**src/rtl/core/nrt_pkg.sv**
```systemverilog
// ============================================================================
// Remap table package
// Field widths, command and status codes, payload structs and helpers.
// ============================================================================
`default_nettype none

package nrt_pkg;

    localparam int DIGITS_W = 64;
    localparam int LEN_W    = 5;
    localparam int MAP_W    = 4;

    typedef enum logic [1:0] {
        CMD_INSERT = 2'd0,
        CMD_ERASE  = 2'd1,
        CMD_XFORM  = 2'd2,
        CMD_CLEAR  = 2'd3
    } cmd_t;

    typedef enum logic [1:0] {
        ST_OK    = 2'd0,
        ST_CYCLE = 2'd1,
        ST_FULL  = 2'd2,
        ST_MISS  = 2'd3
    } status_t;

    typedef struct packed {
        cmd_t                cmd;
        logic [MAP_W-1:0]    map_id;
        logic [DIGITS_W-1:0] key_digits;
        logic [LEN_W-1:0]    key_len;
        logic [DIGITS_W-1:0] value_digits;
        logic [LEN_W-1:0]    value_len;
    } req_t;

    typedef struct packed {
        logic [DIGITS_W-1:0] digits;
        logic [LEN_W-1:0]    len;
        status_t             status;
    } rsp_t;

    // One table slot as held in memory.
    typedef struct packed {
        logic [MAP_W-1:0]    map;
        logic [DIGITS_W-1:0] key;
        logic [LEN_W-1:0]    klen;
        logic [DIGITS_W-1:0] val;
        logic [LEN_W-1:0]    vlen;
    } entry_t;

    // Keeps the nibbles of the first n digits and zeroes the rest.
    function automatic logic [DIGITS_W-1:0] digit_mask(input logic [LEN_W-1:0] n);
        logic [DIGITS_W-1:0] m;
        m = '0;
        for (int i = 0; i < DIGITS_W / 4; i++) begin
            if (LEN_W'(i) < n)
            begin
                m[4*i +: 4] = 4'hF;
            end
        end
        return m;
    endfunction

endpackage

`default_nettype wire

```
**src/rtl/core/nrt_engine.sv**
```systemverilog
// ============================================================================
// Remap table command engine
// Sweeps the slot memory for each lookup and applies insert, erase, clear and
// chain-following transform commands.
// ============================================================================
`default_nettype none

module nrt_engine #(
    parameter int MAX_DIGITS = 16,
    parameter int ENTRIES    = 64,
    parameter int NUM_MAPS   = 16,
    parameter int AW         = 6
) (
    input  wire logic            clk,
    input  wire logic            rst_n,
    input  wire logic            req_valid,
    output logic                 req_ready,
    input  wire nrt_pkg::req_t   req,
    output logic                 res_valid,
    input  wire logic            res_ready,
    output nrt_pkg::rsp_t        res,
    output logic                 rd_en,
    output logic [AW-1:0]        rd_addr,
    input  wire nrt_pkg::entry_t rd_data,
    output logic                 wr_en,
    output logic [AW-1:0]        wr_addr,
    output nrt_pkg::entry_t      wr_data
);

    localparam int CW = $clog2(ENTRIES + 1);
    localparam logic [nrt_pkg::LEN_W-1:0] MAXL  = nrt_pkg::LEN_W'(MAX_DIGITS);
    localparam logic [8:0]                NMAPS = 9'(NUM_MAPS);
    localparam logic [CW-1:0]             NENT  = CW'(ENTRIES);
    localparam logic [AW-1:0]             LAST  = AW'(ENTRIES - 1);

    typedef enum logic [2:0] {
        S_IDLE = 3'b001,
        S_SCAN = 3'b010,
        S_DONE = 3'b100
    } state_t;

    state_t                          state_reg, state_next;
    nrt_pkg::cmd_t                   cmd_reg, cmd_next;
    logic [nrt_pkg::MAP_W-1:0]       map_reg, map_next;
    logic [nrt_pkg::DIGITS_W-1:0]    key_reg, key_next;
    logic [nrt_pkg::LEN_W-1:0]       klen_reg, klen_next;
    logic [nrt_pkg::DIGITS_W-1:0]    val_reg, val_next;
    logic [nrt_pkg::LEN_W-1:0]       vlen_reg, vlen_next;
    logic [nrt_pkg::DIGITS_W-1:0]    cur_reg, cur_next;
    logic [nrt_pkg::LEN_W-1:0]       clen_reg, clen_next;
    logic [CW-1:0]                   hops_reg, hops_next;
    logic [CW-1:0]                   issue_reg, issue_next;
    logic                            cmp_vld_reg, cmp_vld_next;
    logic [AW-1:0]                   cmp_idx_reg, cmp_idx_next;
    logic                            free_ok_reg, free_ok_next;
    logic [AW-1:0]                   free_idx_reg, free_idx_next;
    logic [ENTRIES-1:0]              valid_reg, valid_next;
    nrt_pkg::rsp_t                   res_reg, res_next;

    logic [nrt_pkg::LEN_W-1:0]       in_klen;
    logic [nrt_pkg::LEN_W-1:0]       in_vlen;
    logic                            map_ok;
    logic                            cur_valid;
    logic                            map_hit;
    logic                            key_hit;
    logic                            last;

    assign req_ready = (state_reg == S_IDLE);
    assign res_valid = (state_reg == S_DONE);
    assign res       = res_reg;

    // Length clamping and map range check on the incoming command.
    assign in_klen = (req.key_len > MAXL) ? MAXL : req.key_len;
    assign in_vlen = (req.value_len > MAXL) ? MAXL : req.value_len;
    assign map_ok  = ({5'b0, req.map_id} < NMAPS);

    // Compare of the slot that was read in the previous cycle.
    assign cur_valid = valid_reg[cmp_idx_reg];
    assign map_hit   = cur_valid && (rd_data.map == map_reg);
    assign key_hit   = map_hit && (rd_data.klen == clen_reg) && (rd_data.key == cur_reg);
    assign last      = (cmp_idx_reg == LAST);

    // Next-state logic for the sweep and the command decode.
    always_comb
    begin
        state_next    = state_reg;
        cmd_next      = cmd_reg;
        map_next      = map_reg;
        key_next      = key_reg;
        klen_next     = klen_reg;
        val_next      = val_reg;
        vlen_next     = vlen_reg;
        cur_next      = cur_reg;
        clen_next     = clen_reg;
        hops_next     = hops_reg;
        issue_next    = issue_reg;
        cmp_vld_next  = cmp_vld_reg;
        cmp_idx_next  = cmp_idx_reg;
        free_ok_next  = free_ok_reg;
        free_idx_next = free_idx_reg;
        valid_next    = valid_reg;
        res_next      = res_reg;
        rd_en         = 1'b0;
        rd_addr       = issue_reg[AW-1:0];
        wr_en         = 1'b0;
        wr_addr       = cmp_idx_reg;
        wr_data       = '{map: map_reg, key: key_reg, klen: klen_reg,
                          val: val_reg, vlen: vlen_reg};

        unique case (state_reg)
            S_IDLE:
            begin
                if (req_valid)
                begin
                    cmd_next     = req.cmd;
                    map_next     = req.map_id;
                    key_next     = req.key_digits & nrt_pkg::digit_mask(in_klen);
                    klen_next    = in_klen;
                    val_next     = req.value_digits & nrt_pkg::digit_mask(in_vlen);
                    vlen_next    = in_vlen;
                    cur_next     = req.key_digits & nrt_pkg::digit_mask(in_klen);
                    clen_next    = in_klen;
                    hops_next    = '0;
                    issue_next   = '0;
                    cmp_vld_next = 1'b0;
                    free_ok_next = 1'b0;
                    res_next     = '{digits: '0, len: '0, status: nrt_pkg::ST_OK};
                    if (map_ok)
                    begin
                        state_next = S_SCAN;
                    end
                    else
                    begin
                        state_next = S_DONE;
                        case (req.cmd)
                            nrt_pkg::CMD_INSERT: res_next.status = nrt_pkg::ST_FULL;
                            nrt_pkg::CMD_ERASE:  res_next.status = nrt_pkg::ST_MISS;
                            nrt_pkg::CMD_XFORM:
                            begin
                                res_next.digits = req.key_digits
                                                  & nrt_pkg::digit_mask(in_klen);
                                res_next.len    = in_klen;
                            end
                            default: res_next.status = nrt_pkg::ST_OK;
                        endcase
                    end
                end
            end

            S_SCAN:
            begin
                rd_en        = (issue_reg < NENT);
                cmp_vld_next = rd_en;
                cmp_idx_next = issue_reg[AW-1:0];
                if (rd_en)
                begin
                    issue_next = issue_reg + 1'b1;
                end
                if (cmp_vld_reg)
                begin
                    // Remember the lowest free slot for a new insert.
                    if (!cur_valid && !free_ok_reg)
                    begin
                        free_ok_next  = 1'b1;
                        free_idx_next = cmp_idx_reg;
                    end
                    case (cmd_reg)
                        nrt_pkg::CMD_CLEAR:
                        begin
                            if (map_hit)
                            begin
                                valid_next[cmp_idx_reg] = 1'b0;
                            end
                            if (last)
                            begin
                                state_next = S_DONE;
                            end
                        end
                        nrt_pkg::CMD_INSERT:
                        begin
                            if (key_hit)
                            begin
                                wr_en                   = 1'b1;
                                valid_next[cmp_idx_reg] = 1'b1;
                                state_next              = S_DONE;
                            end
                            else if (last)
                            begin
                                state_next = S_DONE;
                                if (free_ok_reg)
                                begin
                                    wr_en                    = 1'b1;
                                    wr_addr                  = free_idx_reg;
                                    valid_next[free_idx_reg] = 1'b1;
                                end
                                else if (!cur_valid)
                                begin
                                    wr_en                   = 1'b1;
                                    valid_next[cmp_idx_reg] = 1'b1;
                                end
                                else
                                begin
                                    res_next.status = nrt_pkg::ST_FULL;
                                end
                            end
                        end
                        nrt_pkg::CMD_ERASE:
                        begin
                            if (key_hit)
                            begin
                                valid_next[cmp_idx_reg] = 1'b0;
                                state_next              = S_DONE;
                            end
                            else if (last)
                            begin
                                res_next.status = nrt_pkg::ST_MISS;
                                state_next      = S_DONE;
                            end
                        end
                        default:
                        begin
                            // Transform: follow one hop and restart the sweep.
                            if (key_hit)
                            begin
                                if (hops_reg == NENT)
                                begin
                                    res_next.digits = key_reg;
                                    res_next.len    = klen_reg;
                                    res_next.status = nrt_pkg::ST_CYCLE;
                                    state_next      = S_DONE;
                                end
                                else
                                begin
                                    hops_next    = hops_reg + 1'b1;
                                    cur_next     = rd_data.val;
                                    clen_next    = rd_data.vlen;
                                    issue_next   = '0;
                                    cmp_vld_next = 1'b0;
                                end
                            end
                            else if (last)
                            begin
                                res_next.digits = cur_reg;
                                res_next.len    = clen_reg;
                                state_next      = S_DONE;
                            end
                        end
                    endcase
                end
            end

            S_DONE:
            begin
                if (res_ready)
                begin
                    state_next = S_IDLE;
                end
            end

            default:
            begin
                state_next = S_IDLE;
            end
        endcase
    end

    // Control state.
    always_ff @(posedge clk or negedge rst_n)
    begin
        if (!rst_n)
        begin
            state_reg   <= S_IDLE;
            valid_reg   <= '0;
            cmp_vld_reg <= 1'b0;
            free_ok_reg <= 1'b0;
            issue_reg   <= '0;
            hops_reg    <= '0;
        end
        else
        begin
            state_reg   <= state_next;
            valid_reg   <= valid_next;
            cmp_vld_reg <= cmp_vld_next;
            free_ok_reg <= free_ok_next;
            issue_reg   <= issue_next;
            hops_reg    <= hops_next;
        end
    end

    // Command payload and sweep bookkeeping.
    always_ff @(posedge clk)
    begin
        cmd_reg      <= cmd_next;
        map_reg      <= map_next;
        key_reg      <= key_next;
        klen_reg     <= klen_next;
        val_reg      <= val_next;
        vlen_reg     <= vlen_next;
        cur_reg      <= cur_next;
        clen_reg     <= clen_next;
        cmp_idx_reg  <= cmp_idx_next;
        free_idx_reg <= free_idx_next;
        res_reg      <= res_next;
    end

endmodule

`default_nettype wire

```
**config.mk**
```make
export PLATFORM = sky130hd
export DESIGN_NAME = nrt_engine
export DESIGN_NICKNAME = d
export VERILOG_FILES = /design/src/rtl/core/nrt_pkg.sv /design/src/rtl/core/nrt_engine.sv
export SDC_FILE = /design/constraint.sdc
export NUM_CORES = 1
export LEC_CHECK = 0
export BUFFER_PORTS_ARGS = -buffer_cell sky130_fd_sc_hd__buf_2
export CAP_MARGIN = 30
export CORE_AREA = 2 2 204 206
export CTS_BUF_LIST = sky130_fd_sc_hd__clkbuf_16
export CTS_CLUSTER_DIAMETER = 200
export DETAILED_ROUTE_END_ITERATION = 16
export DIE_AREA = 0 0 206 208
export PLACE_DENSITY_LB_ADDON = 0.1
export SETUP_SLACK_MARGIN = 0.1
export SLEW_MARGIN = 25
export SYNTH_ARGS = -nofsm -noshare
export SYNTH_HDL_FRONTEND = slang
export SYNTH_SLANG_ARGS = --single-unit
```
**constraint.sdc**
```tcl
create_clock -name clk -period 13.95 [get_ports clk]
set_input_delay 1.395 -clock clk [delete_from_list [all_inputs] [get_ports clk]]
set_output_delay 1.395 -clock clk [all_outputs]
set_load 0.01 [all_outputs]
```
Word-level counts from Yosys, hierarchy flattened
Index checks and enable logic that the tools add are counted.
Word-level totals
  register bits: 379
  bits of input ports: 290
  output and inout port bits: 229
Cells by class
  $add $sub $neg: 2
  magnitude comparators: 39
  equal/unequal tests: 33
  muxes and demuxes: 182
  bitwise gates (word level): 6
  reductions and logical operators: 22
Operator list (number)
  $mux 64: 11
  $mux 4: 96
  $mux 71: 3
  $mux 69: 3
  $and 64x64->64: 3
  $pmux 64 s3: 1
  $pmux 71 s2: 1
  $or 64x64->64: 2
  $pmux 64 s2: 1
  $lt 4x5->1 const A: 16
  $mux 7: 10
  $eq 64x64->1: 1
  $not 64->64: 1
  $lt 3x5->1 const A: 8
  $mux 6: 6
  $mux 5: 7
  $pmux 7 s2: 2
  $ne 3x3->1 const B: 9
  $mux 3: 7
  $lt 1x5->1 const A: 4
  $lt 2x5->1 const A: 4
  $mux 1: 18
  $ne 2x2->1 const B: 9
  $add 7x1->7 const B: 2
  other kinds (37): 59

Longest topological paths before layout
Gate-level depths: netlist (run 1).
  depth in word-level cells: 10
  depth in mapped cells: 14
  depth with buffers taken out: 8

Least setup slack after synthesis (run 1)
No wires, ideal clock.
  path kind: input to register
  start: input port rd_data[71] (netlist name)
  end: register res_reg, in the netlist res[10] (enable)
  setup time: 0.591 ns
  arrival: 7.846 ns
  data required time: 13.359 ns
  slack: 5.513 ns
  stages on the path: 9
  path through: xor2_1 nor4_1 nand4_1 nor3_1 nand3_1 buf_4 buf_4 mux2i_1 o21ai_0
Between the ends
  word-level cells in the longest chain between the ends: 5
  elaborated cells on any way between the ends: 6
Ends and longest elaborated chain
  from (decl): line nrt_engine.sv:24  | input wire nrt_pkg::entry_t rd_data,
  $eq 5x5->1 *: line nrt_engine.sv:80  | assign key_hit = map_hit && (rd_data.klen == clen_reg) && (rd_data.key == cur_reg);
  $logic_and 1x1->1 * (2 in series): line nrt_engine.sv:80
  $ne 3x3->1 (no line)
  $reduce_and 6->1 (no line) *
  to (signal assigned): line nrt_engine.sv:303  | res_reg <= res_next;
  to (decl): line nrt_engine.sv:58  | nrt_pkg::rsp_t res_reg, res_next;
Mark *: on every way between the ends. The rest lies on a longest branch, timed or not.
A chain may end at the register's enable or synchronous reset.

Final worst setup path (run 1)
  start: register cmp_idx_reg[0]
  end: output port wr_en
Between the ends
  word-level cells in the longest chain between the ends: 9
  elaborated cells on any way between the ends: 13
Ends and longest elaborated chain
  from (decl): line nrt_engine.sv:54  | logic [AW-1:0] cmp_idx_reg, cmp_idx_next;
  from (signal assigned): line nrt_engine.sv:301  | cmp_idx_reg <= cmp_idx_next;
  $bmux 1 s6: line nrt_engine.sv:78  | assign cur_valid = valid_reg[cmp_idx_reg];
  $mux 1 (not written as such): line nrt_engine.sv:78
  $mux 1 / $logic_and 1x1->1 (equally long branches): line nrt_engine.sv:196, nrt_engine.sv:79
  $mux 1 / $logic_and 1x1->1 (equally long branches): line nrt_engine.sv:190, nrt_engine.sv:80
  $mux 1 / $logic_and 1x1->1 (equally long branches): line nrt_engine.sv:187, nrt_engine.sv:80
  $mux 1 *: line nrt_engine.sv:181  | if (key_hit)
  $mux 1 *: line nrt_engine.sv:167  | case (cmd_reg)
  $mux 1 *: line nrt_engine.sv:159  | if (cmp_vld_reg)
  $mux 1 *: line nrt_engine.sv:110  | unique case (state_reg)
  to (decl): line nrt_engine.sv:25  | output logic wr_en,
Mark *: on every way between the ends. The rest lies on a longest branch, timed or not. The select of a mux whose other input is x is not followed.

==> impl_metrics.env, run 1 <==
export IMPL_io_buffers=518
export IMPL_drtAntennaViolNets=0
export IMPL_grt_pass1_vias=14400
export IMPL_ioPinCount=519
export IMPL_vias=14980
export IMPL_irDropWorstVdd_uv=106.8
export IMPL_finalHoldViolCount=0
export IMPL_outcome="finished clean"
export IMPL_tightest_slew_ps=1013
export IMPL_min_period_ps=6442
export IMPL_finalNetCount=2364
export IMPL_grt_max_degree=88
export IMPL_p_per_area_nw_per_um2=155.0
export IMPL_seq_area_um2=10970
export IMPL_met1_usage_pct=38.90
export IMPL_top_usage_layer="met2"
export IMPL_drc=0
export IMPL_critPathSlowestCell="or4_1"
export IMPL_core_um2=40550
export IMPL_syn_area_per_cell_um2=11.53
export IMPL_maxSlewHeadroom_pct=32.48
export IMPL_post_dp_hpwl_mm=45.92
export IMPL_cts_hold_buf=0
export IMPL_track_usage_pct=29.46
export IMPL_rsz0062_at_grt="no"
export IMPL_worstSkewPairLatency_ps=560
export IMPL_clkTransAtPathRegs_ps=60
export IMPL_grt_overflow_total=0
export IMPL_critical_path_required_ps=12560
export IMPL_power_leakage_nw=9.274
export IMPL_antenna_found_initial=22
export IMPL_fmax_mhz=155.2
export IMPL_post_cts_setup_buffer_count=0
export IMPL_cts_tree="yes"
export IMPL_htree_levels=2
export IMPL_cpMostUsedCell="buf_4"
export IMPL_fin_tns_setup_ps=0
export IMPL_clock_sinks=379
export IMPL_synthFlopType="edfxtp_1"
export IMPL_routedWlPerCell_um=24.43
export IMPL_multi_input_area_um2=6810
export IMPL_syn_to_final_growth_pct=23.69
export IMPL_synth_cell_types=60
export IMPL_synth_edf_count=296
export IMPL_ys_ff_latch=379
export IMPL_cp_max_fo=73
export IMPL_crit_type="reg -> out"
export IMPL_grtUsageMet3_pct=7.331
export IMPL_routed_via_density=5.666
export IMPL_grt_pass1_wl_mm=93.49
export IMPL_fillers=3568
export IMPL_synth_area_um2=18450
export IMPL_cts_resized=0
export IMPL_fin_crit_sh_pct=46.18
export IMPL_rows=74
export IMPL_arrival_ps=5050
export IMPL_dieArea_um2=42850
export IMPL_critPathMaxStageDelay_ps=920
export IMPL_path_cells="buf_4 -> mux4_2 -> mux2_2 -> a22o_1 -> or4_1 -> and4_4 -> o21ai_4 -> buf_4 -> inv_1 -> buf_2"
export IMPL_largest_reg_flops=71
export IMPL_finalSetupViolations=0
export IMPL_drive_gt1_share_pct=34.14
export IMPL_synth_nets=1893
export IMPL_power_w=0.003537
export IMPL_slew_violations=0
export IMPL_end_kind="output port"
export IMPL_start_util_pct=45.50
export IMPL_syn_inst=1600
export IMPL_yosysWarnings=0
export IMPL_finClkSkew_ps=15.24
export IMPL_cap_violations=0
export IMPL_hold_path_class="reg -> reg"
export IMPL_cts_buffers=43
export IMPL_drtPass1Iterations=5
export IMPL_cts_path_max_buffers=3
export IMPL_gp_congestion=0.8864
export IMPL_die_w_um=206
export IMPL_yosysSeqAreaShare_pct=59.43
export IMPL_drtIter0Drc=1305
export IMPL_finalWirelength_mm=64.56
export IMPL_postSynth_asyncResetShare_pct=21.90
export IMPL_use_met2_pct=47.17
export IMPL_cts_root_buf="clkbuf_16"
export IMPL_crit_path_start_kind="flip-flop"
export IMPL_die_h_um=208
-- cells by family (layout without fill, tap and decap cells) --
group | after synthesis | count (layout) | share of synthesized area (%)
buffers and inverters | 183 | 683 | 4.332
other | 0 | 11 | 0
AOI/OAI and AO/OA | 280 | 280 | 10.19
muxes | 87 | 87 | 6.204
DFF | 379 | 379 | 59.43
adders and majority gates | 3 | 3 | 0.2034
xor gates and xnor gates | 74 | 74 | 3.512
and+or+nand+nor | 594 | 594 | 16.13
-- through the flow --
stage                     util [%]  cell area [µm²]  instances  setup WS [ps]  hold WS [ps]
after floorplan                  -            18450       1600           5513         424.4
after global placement       52.82            21420       2551           7496         476.3
after detailed placement     53.06            21520       2556           7376         490.2
after CTS                    56.10            22750       2630           7125         503.6
after global routing         56.26            22820       2639           7239         539.8
final                        56.28            22830       2643           7508         497.9
-- placed cells by master, fill, tap and decap left out, types with 6 or more instances in the layout --
cell and instances:
a31oi_1 8, buf_4 27, nor4_1 21, clkinv_1 10, mux4_2 15, nand2_1 259
mux2_2 69, or4_1 6, o21ai_0 17, a32oi_1 63, diode_2 11, nand3_1 8
o31ai_1 21, dfrtp_1 82, edfxtp_1 296, xor2_1 72, nand2b_1 7, inv_1 71
nand4b_1 7, o22ai_1 53, and2_1 84, nand4_1 11, and3_1 6, buf_2 519
nor3_1 62, nor2_1 25, a21oi_1 82, clkbuf_16 43, nor2b_1 59
-- final cells by class --
type / count / share of cell area [%]
Sequential cell: 379 / 48.05
Clock inverter: 31 / 0.6907
Timing Repair Buffer: 550 / 12.68
Multi-Input combinational cell: 1038 / 29.84
Clock buffer: 43 / 4.714
Inverter: 59 / 0.9922
Tap cell: 532 / 2.916
Antenna cell: 11 / 0.1206
-- worst paths after layout --
check / startpoint / endpoint / slack (ps) / cells after the start
max: cmp_idx_reg[0]$_DFFE_PP_ / wr_en / 7510 / 10
min: valid_reg[59]$_DFFE_PN0P_ / valid_reg[59]$_DFFE_PN0P_ / 500 / 2
max reg2reg: cmp_idx_reg[0]$_DFFE_PP_ / res[44]$_SDFFCE_PN0P_ / 8440 / 11
min reg2reg: valid_reg[59]$_DFFE_PN0P_ / valid_reg[59]$_DFFE_PN0P_ / 500 / 2
max in group asynchronous: rst_n / hops_reg[4]$_DFFE_PN0P_ / 12070 / 2
min in group asynchronous: rst_n / valid_reg[3]$_DFFE_PN0P_ / 780 / 1
-- critical path, delay by kind of cell, from the launching register on --
family / cells / cell delay [ps]
and+or+nand+nor: 2 / 1490
muxes: 2 / 850
buffers and inverters: 4 / 1240
DFF: 1 / 320
AOI/OAI and AO/OA: 2 / 460
-- synth_stat cells, drive strengths merged (3+ instances only) --
cell type,n,area (µm²)
a21oi,82,410.4
buf,46,285.3
nand4,11,68.82
nand4b,7,61.31
or4,6,45.04
or3,5,31.28
and3b,3,26.28
o31ai,21,157.7
nor3,66,330.3
o22ai,53,331.6
inv,59,221.5
nand2b,7,43.79
dfrtp,82,2052
a22oi,4,30.03
a31oi,13,106.4
nand3,9,45.04
mux2i,3,30.03
and2,84,525.5
and3,6,37.54
edfxtp,296,8889
mux4,15,337.8
nor2,26,97.59
or2,6,37.54
o211ai,3,22.52
a21o,5,37.54
mux2,69,777.0
nor4,21,131.4
o21ai,22,113.9
a32oi,63,551.8
nand2,260,975.9
nor2b,59,369.1
nor3b,8,60.06
clkbuf,78,292.8
xor2,72,630.6
ha,3,37.54
-- power by group --
group	internal (W)	total [W]	leakage, nW	switching [W]
logic	0.000292	0.000889	4.91	0.000597
clock network	0.000573	0.00103	0.653	0.000454
registers	0.00151	0.00162	3.71	0.000115
total	0.00237	0.00354	9.27	0.00117
-- layer usage --
metal  share of wire (%)  up-vias  wire (µm)
met5                0.18        -        113
met4                 3.4       18       2192
met3                 9.0      140       5802
met2                  48      742      30870
met1                  40     7284      25580
li1                    -     6791          -
Power figures use the tool's default switching activity.
==> run 2, diff against run 1 <==
- CORE_AREA: 2 2 204 206 -> 2 2 201 203
- DIE_AREA: 0 0 206 208 -> 0 0 203 205
- clock period: 13.95 -> 6 ns (I/O delays scaled with it)
==> run 2 against run 1 <==
  * Final cell count increased by 0.38%
  * First-iteration DRC count increased by 9.0%
  * Setup slack got worse by 6300 ps
  * Clock power increased to 2.6 times the previous value
  * Sequential share of layout area decreased by 0.56 points
  * Die area decreased by 2.9%
  * Design area increased by 1.2%
  * Critical path depth unchanged
  * Total power increased by 140%
  * Non-clock buffer count increased by 6
  * Critical endpoint is now wr_addr[0]
  * Largest power group unchanged
==> impl_metrics.env, run 2 (synthesized netlist as in run 1, its figures left out) <==
export IMPL_syn_to_final_growth_pct=25.14
export IMPL_gp_congestion=0.8700
export IMPL_tightest_slew_ps=998.9
export IMPL_dieArea_um2=41620
export IMPL_die_w_um=203
export IMPL_routed_via_density=5.678
export IMPL_critical_path_required_ps=5400
export IMPL_grt_overflow_total=0
export IMPL_cap_violations=0
export IMPL_io_buffers=518
export IMPL_layout_commonest_cell="buf_2"
export IMPL_cts_buffers=43
export IMPL_slew_violations=0
export IMPL_htree_levels=2
export IMPL_path_cells="inv_1 -> mux2_2 -> a22o_1 -> or4_1 -> buf_4 -> nand3_4 -> nand4_1 -> buf_4 -> mux2_2 -> buf_2"
export IMPL_finalWirelength_mm=64.11
export IMPL_cts_tree="yes"
export IMPL_layout_common_cells="buf_2 (518), edfxtp_1 (296), nand2_1 (259)"
export IMPL_antenna_found_initial=24
export IMPL_finalHoldViolCount=0
export IMPL_ioPinCount=519
export IMPL_fmax_mhz=207.6
export IMPL_irDropWorstVdd_uv=255.7
export IMPL_cts_root_buf="clkbuf_16"
export IMPL_cp_max_fo=19
export IMPL_min_period_ps=4817
export IMPL_largest_reg_flops=71
export IMPL_post_cts_setup_buffer_count=0
export IMPL_core_um2=39370
export IMPL_routedWlPerCell_um=24.16
export IMPL_critPathMaxStageDelay_ps=980
export IMPL_clock_sinks=379
export IMPL_cts_resized=0
export IMPL_crit_path_start_kind="flip-flop"
export IMPL_maxSlewHeadroom_pct=33.26
export IMPL_fin_tns_setup_ps=0
export IMPL_die_h_um=205
export IMPL_crit_type="reg -> out"
export IMPL_post_place_ws_ps=1249
export IMPL_arrival_ps=4220
export IMPL_vias=15060
export IMPL_fin_util_pct=58.66
export IMPL_drive_gt1_share_pct=34.74
export IMPL_worstSkewPairLatency_ps=570
export IMPL_critPathSlowestCell="edfxtp_1"
export IMPL_outcome="finished clean"
export IMPL_power_w=0.008494
export IMPL_hold_path_class="in -> reg"
export IMPL_start_util_pct=46.88
export IMPL_drtIter0Drc=1423
export IMPL_track_usage_pct=29.81
export IMPL_drtPass1Iterations=6
export IMPL_grt_max_degree=79
export IMPL_rows=73
export IMPL_grt_pass1_wl_mm=91.71
export IMPL_finalNetCount=2370
export IMPL_post_dp_hpwl_mm=45.09
export IMPL_drtAntennaViolNets=0
export IMPL_finClkSkew_ps=20.57
export IMPL_p_per_area_nw_per_um2=367.8
export IMPL_drc=0
export IMPL_end_kind="output port"
export IMPL_power_leakage_nw=9.378
export IMPL_finalSetupViolations=0
export IMPL_rsz0062_at_grt="no"
export IMPL_grt_pass1_vias=14150
export IMPL_cts_path_max_buffers=3
export IMPL_setup_slack_ps=1183
export IMPL_cts_hold_buf=1
export IMPL_hold_ws_ps=213.7
export IMPL_fin_crit_sh_pct=80.29
export IMPL_clkTransAtPathRegs_ps=60
-- run 2: critical path, delay by kind of cell, from the launching register on --
family                 cells  cell delay [ps]
DFF                        1              980
and+or+nand+nor            3              820
buffers and inverters      4              910
muxes                      2              660
AOI/OAI and AO/OA          1              260
-- run 2: layout make-up --
| cell class | instances | area [µm²] |
|---|---|---|
| Antenna cell | 18 | 45.04 |
| Clock buffer | 45 | 1126 |
| Clock inverter | 33 | 282.8 |
| Fill cell | 3338 | 16270 |
| Inverter | 59 | 226.5 |
| Multi-Input combinational cell | 1038 | 6813 |
| Sequential cell | 379 | 10970 |
| Tap cell | 525 | 656.9 |
| Timing Repair Buffer | 556 | 2977 |
-- run 2: metal layers --
layer  vias to the layer above  wire [µm]  GRT usage [%]  part of all wire [%]
li1                       6810          -              -                     -
met1                      7373      25700          40.41                    40
met2                       771      30940          47.64                    48
met3                        98       5766          7.238                   9.0
met4                        12       1619          9.046                   2.5
met5                         -         80              0                  0.12
-- run 2: final timing paths --
check	cells past startpoint	endpoint	from	slack (ps)
setup / recovery	10	wr_addr[0]	cmp_idx_reg[1]$_DFFE_PP_	1180
hold reg to reg	2	valid_reg[41]$_DFFE_PN0P_	valid_reg[41]$_DFFE_PN0P_	500
max in group asynchronous	4	state_reg[0]$_DFFE_PN1P_	rst_n	4620
min in group asynchronous	2	valid_reg[3]$_DFFE_PN0P_	rst_n	450
setup reg to reg	9	cur_reg[12]$_DFFE_PP_	cmp_idx_reg[1]$_DFFE_PP_	1710
hold / removal	1	cmd_reg[1]$_DFFE_PP_	req[143]	210
-- run 2: power breakdown --
part / leakage (nW) / internal [W] / switching, W
clock network: 0.733 / 0.00157 / 0.00110
logic: 4.93 / 0.000690 / 0.00137
registers: 3.71 / 0.00350 / 0.000271
-- run 2: through the flow --
stage / instances / instance area, µm²
after floorplan: 1600 / 18460
after global placement: 2548 / 21470
after detailed placement: 2552 / 21550
after CTS: 2631 / 22970
after global routing: 2645 / 23070
final: 2653 / 23090
==> run 3, diff against run 2 <==
- ABC_AREA: unset -> 1
- CORE_AREA: 2 2 201 203 -> unset
- CORE_MARGIN: unset -> 1.5
- CORE_UTILIZATION: unset -> 55
- DIE_AREA: 0 0 203 205 -> unset
- clock period: 6 -> 4.5 ns (I/O delays scaled with it)
==> run 3 against run 2 <==
  * Register-to-register slack got worse by 970 ps
  * Sequential cell count unchanged
  * Wire length increased by 12%
  * Clock power rose by 27%
  * Final cell count is 43% higher
  * First-iteration DRC count up 37%
  * Setup slack lost 670 ps
  * Sequential share of layout area is 4.6 points lower
  * Sequential power increased by 43%
  * Synthesized area is 15% higher
  * Global-route usage rose by 6.2 points
  * Critical path type unchanged
  * Highest routed layer unchanged
==> impl_metrics.env, run 3 <==
export IMPL_outcome="finished clean"
export IMPL_r2r_end="valid_reg[29]$_DFFE_PN0P_"
export IMPL_postSynth_asyncResetShare_pct=21.90
export IMPL_syn_to_final_growth_pct=20.51
export IMPL_drtPass1Iterations=6
export IMPL_antenna_found_initial=21
export IMPL_whs_path_depth=1
export IMPL_r2r_slack_ps=740
export IMPL_cts_path_max_buffers=3
export IMPL_irDropWorstVdd_uv=324.3
export IMPL_post_place_ws_ps=755.9
export IMPL_crit_path_start_kind="flip-flop"
export IMPL_fin_util_pct=67.57
export IMPL_dieArea_um2=39770
export IMPL_end_kind="output port"
export IMPL_htree_levels=2
export IMPL_synth_top_area_cell="edfxtp_1"
export IMPL_worstSkewPairLatency_ps=580
export IMPL_drtIter0Drc=1944
export IMPL_gp_congestion=0.9262
export IMPL_grt_pass1_wl_mm=107.4
export IMPL_die_h_um=199.4
export IMPL_routed_via_density=5.353
export IMPL_die_w_um=199.4
export IMPL_switching_share_pct=38.95
export IMPL_critical_path_required_ps=4050
export IMPL_cts_buffers=42
export IMPL_synth_cell_types=45
export IMPL_dp_cells=3700
export IMPL_crit_type="reg -> out"
export IMPL_power_internal_w=0.008360
export IMPL_fin_cells=3800
export IMPL_hold_ws_ps=60.39
export IMPL_yosysSeqAreaShare_pct=51.68
export IMPL_ioPinCount=519
export IMPL_cts_root_buf="clkbuf_16"
export IMPL_min_period_ps=3989
export IMPL_grt_max_degree=146
export IMPL_finClkSkew_ps=18.02
export IMPL_cap_violations=0
export IMPL_track_usage_pct=36.05
export IMPL_cts_tree="yes"
export IMPL_synth_top_area_share_pct=41.89
export IMPL_cp_max_fo=31
export IMPL_synth_common_cells="nand2_1 (941), inv_1 (435), nor2_1 (324)"
export IMPL_finalNetCount=3530
export IMPL_grt_pass1_vias=19110
export IMPL_power_w=0.01369
export IMPL_slew_violations=0
export IMPL_tightest_slew_ps=1073
export IMPL_arrival_ps=3540
export IMPL_min_from="req[142]"
export IMPL_layout_common_cells="nand2_1 (939), buf_2 (519), inv_1 (443)"
export IMPL_yosysWarnings=0
export IMPL_hold_path_class="in -> reg"
export IMPL_power_frac_seq_pct=39.3
export IMPL_post_dp_hpwl_mm=52.19
export IMPL_clkPwrFrac_pct=24.8
export IMPL_largest_reg_flops=71
export IMPL_grt_overflow_total=0
export IMPL_ys_top_cells_by_area="edfxtp_1 (42%), nand2_1 (17%), dfrtp_1 (9.7%), inv_1 (7.7%), nor2_1 (5.7%)"
export IMPL_clock_sinks=379
export IMPL_synth_edf_count=296
export IMPL_p_per_area_nw_per_um2=535.5
export IMPL_drive_gt1_share_pct=22.06
export IMPL_power_frac_comb_pct=35.9
export IMPL_routedWlPerCell_um=18.94
export IMPL_finalHoldViolCount=0
export IMPL_io_buffers=518
export IMPL_rsz0062_at_grt="no"
export IMPL_synth_nets=3037
export IMPL_vias=20340
export IMPL_min_to="cmd_reg[0]$_DFFE_PP_"
export IMPL_synthFlopType="edfxtp_1"
export IMPL_drtAntennaViolNets=0
export IMPL_reg2regPathDepth=13
export IMPL_core_um2=37840
export IMPL_layout_commonest_cell="nand2_1"
export IMPL_finalWirelength_mm=71.95
export IMPL_finalSetupViolations=0
export IMPL_fillers=3211
export IMPL_fmax_mhz=250.7
export IMPL_reg2reg_from="cmp_idx_reg[5]$_DFFE_PP_"
export IMPL_syn_area_per_cell_um2=7.733
export IMPL_ys_ff_latch=379
export IMPL_start_util_pct=56.07
export IMPL_syn_inst=2744
export IMPL_synth_area_um2=21220
export IMPL_rows=71
export IMPL_setup_slack_ps=511.1
export IMPL_drc=0
export IMPL_post_cts_setup_buffer_count=0
export IMPL_power_switching_w=0.005334
export IMPL_clkTransAtPathRegs_ps=60
export IMPL_power_leakage_nw=13.10
export IMPL_synth_most_common_cell="nand2_1"
export IMPL_fin_crit_sh_pct=88.64
export IMPL_maxSlewHeadroom_pct=28.18
==> run 3: logic make-up after synthesis <==
kind of cell	Yosys count	share of synthesized area, %
buffers and inverters	544	10.81
DFF	379	51.68
and+or+nand+nor	1527	29.75
xor gates and xnor gates	30	1.238
AOI/OAI and AO/OA	260	6.292
adders and majority gates	3	0.1769
muxes	1	0.04717
==> run 3: metrics by stage <==
step | TNS, ps | instance area, µm²
2_1_floorplan | -1753 | 21270
3_3_place_gp | 0 | 24120
3_5_place_dp | 0 | 24170
4_1_cts | 0 | 25490
5_1_grt | 0 | 25560
6_report | 0 | 25570
==> run 3: cell type report <==
cell class	instances	area, µm²	share of cell area (%)
Inverter	441	1655	6.474
Multi-Input combinational cell	1821	8055	31.50
Clock inverter	32	240.2	0.9395
Tap cell	511	639.4	2.500
Antenna cell	21	52.55	0.2055
Timing Repair Buffer	552	2885	11.28
Sequential cell	379	10970	42.89
Clock buffer	43	1076	4.208
==> run 3: layer usage <==
metal  up-vias  GRT usage (%)  part of all wire, %  routed length (µm)
met5         -              0                0.018                  13
met4         2          20.11                  4.9                3503
met3       197          8.473                   11                7909
met2      1148          57.38                   47               33460
met1      9427          45.44                   38               27060
li1       9569              -                    -                   -
==> run 3: worst max-delay path by stage <==
stage,start,end,slack [ps],depth (start not counted)
5_1_grt,cmp_idx_reg[5]$_DFFE_PP_,wr_addr[1],260,11
2_1_floorplan,state_reg[0]$_DFFE_PN1P_,clen_reg[0]$_DFFE_PP_,-30,7
4_1_cts,cmp_idx_reg[5]$_DFFE_PP_,wr_addr[2],530,11
3_5_place_dp,rd_data[93],valid_reg[25]$_DFFE_PN0P_,760,13
6_report,cmp_idx_reg[5]$_DFFE_PP_,wr_addr[2],510,11
3_3_place_gp,rd_data[134],valid_reg[56]$_DFFE_PN0P_,830,15
==> run 3: worst max-delay path, cell delays in order, from the launching register on <==
cell	delay, ps
edfxtp_1	710
nand2_1	190
nor2_2	480
o21ai_1	130
nand2_1	120
nor2_2	50
nand2_4	140
nand3_4	340
nand3_1	440
nand2_1	100
o21ai_0	90
buf_2	160
==> run 3: power by group through the flow <==
stage                     sequential, W  clock [W]  combinational [W]
after CTS                       0.00538    0.00342            0.00485
final                           0.00539    0.00340            0.00491
after global placement          0.00540          0            0.00472
after floorplan                 0.00554          0            0.00303
after global routing            0.00547    0.00354            0.00542
after detailed placement        0.00544          0            0.00482
==> run 3: what timing repair did <==
item                                   CTS  global route
endpoints found under the hold margin   44             0
resized for setup                        0             0
hold buffers                             1             0
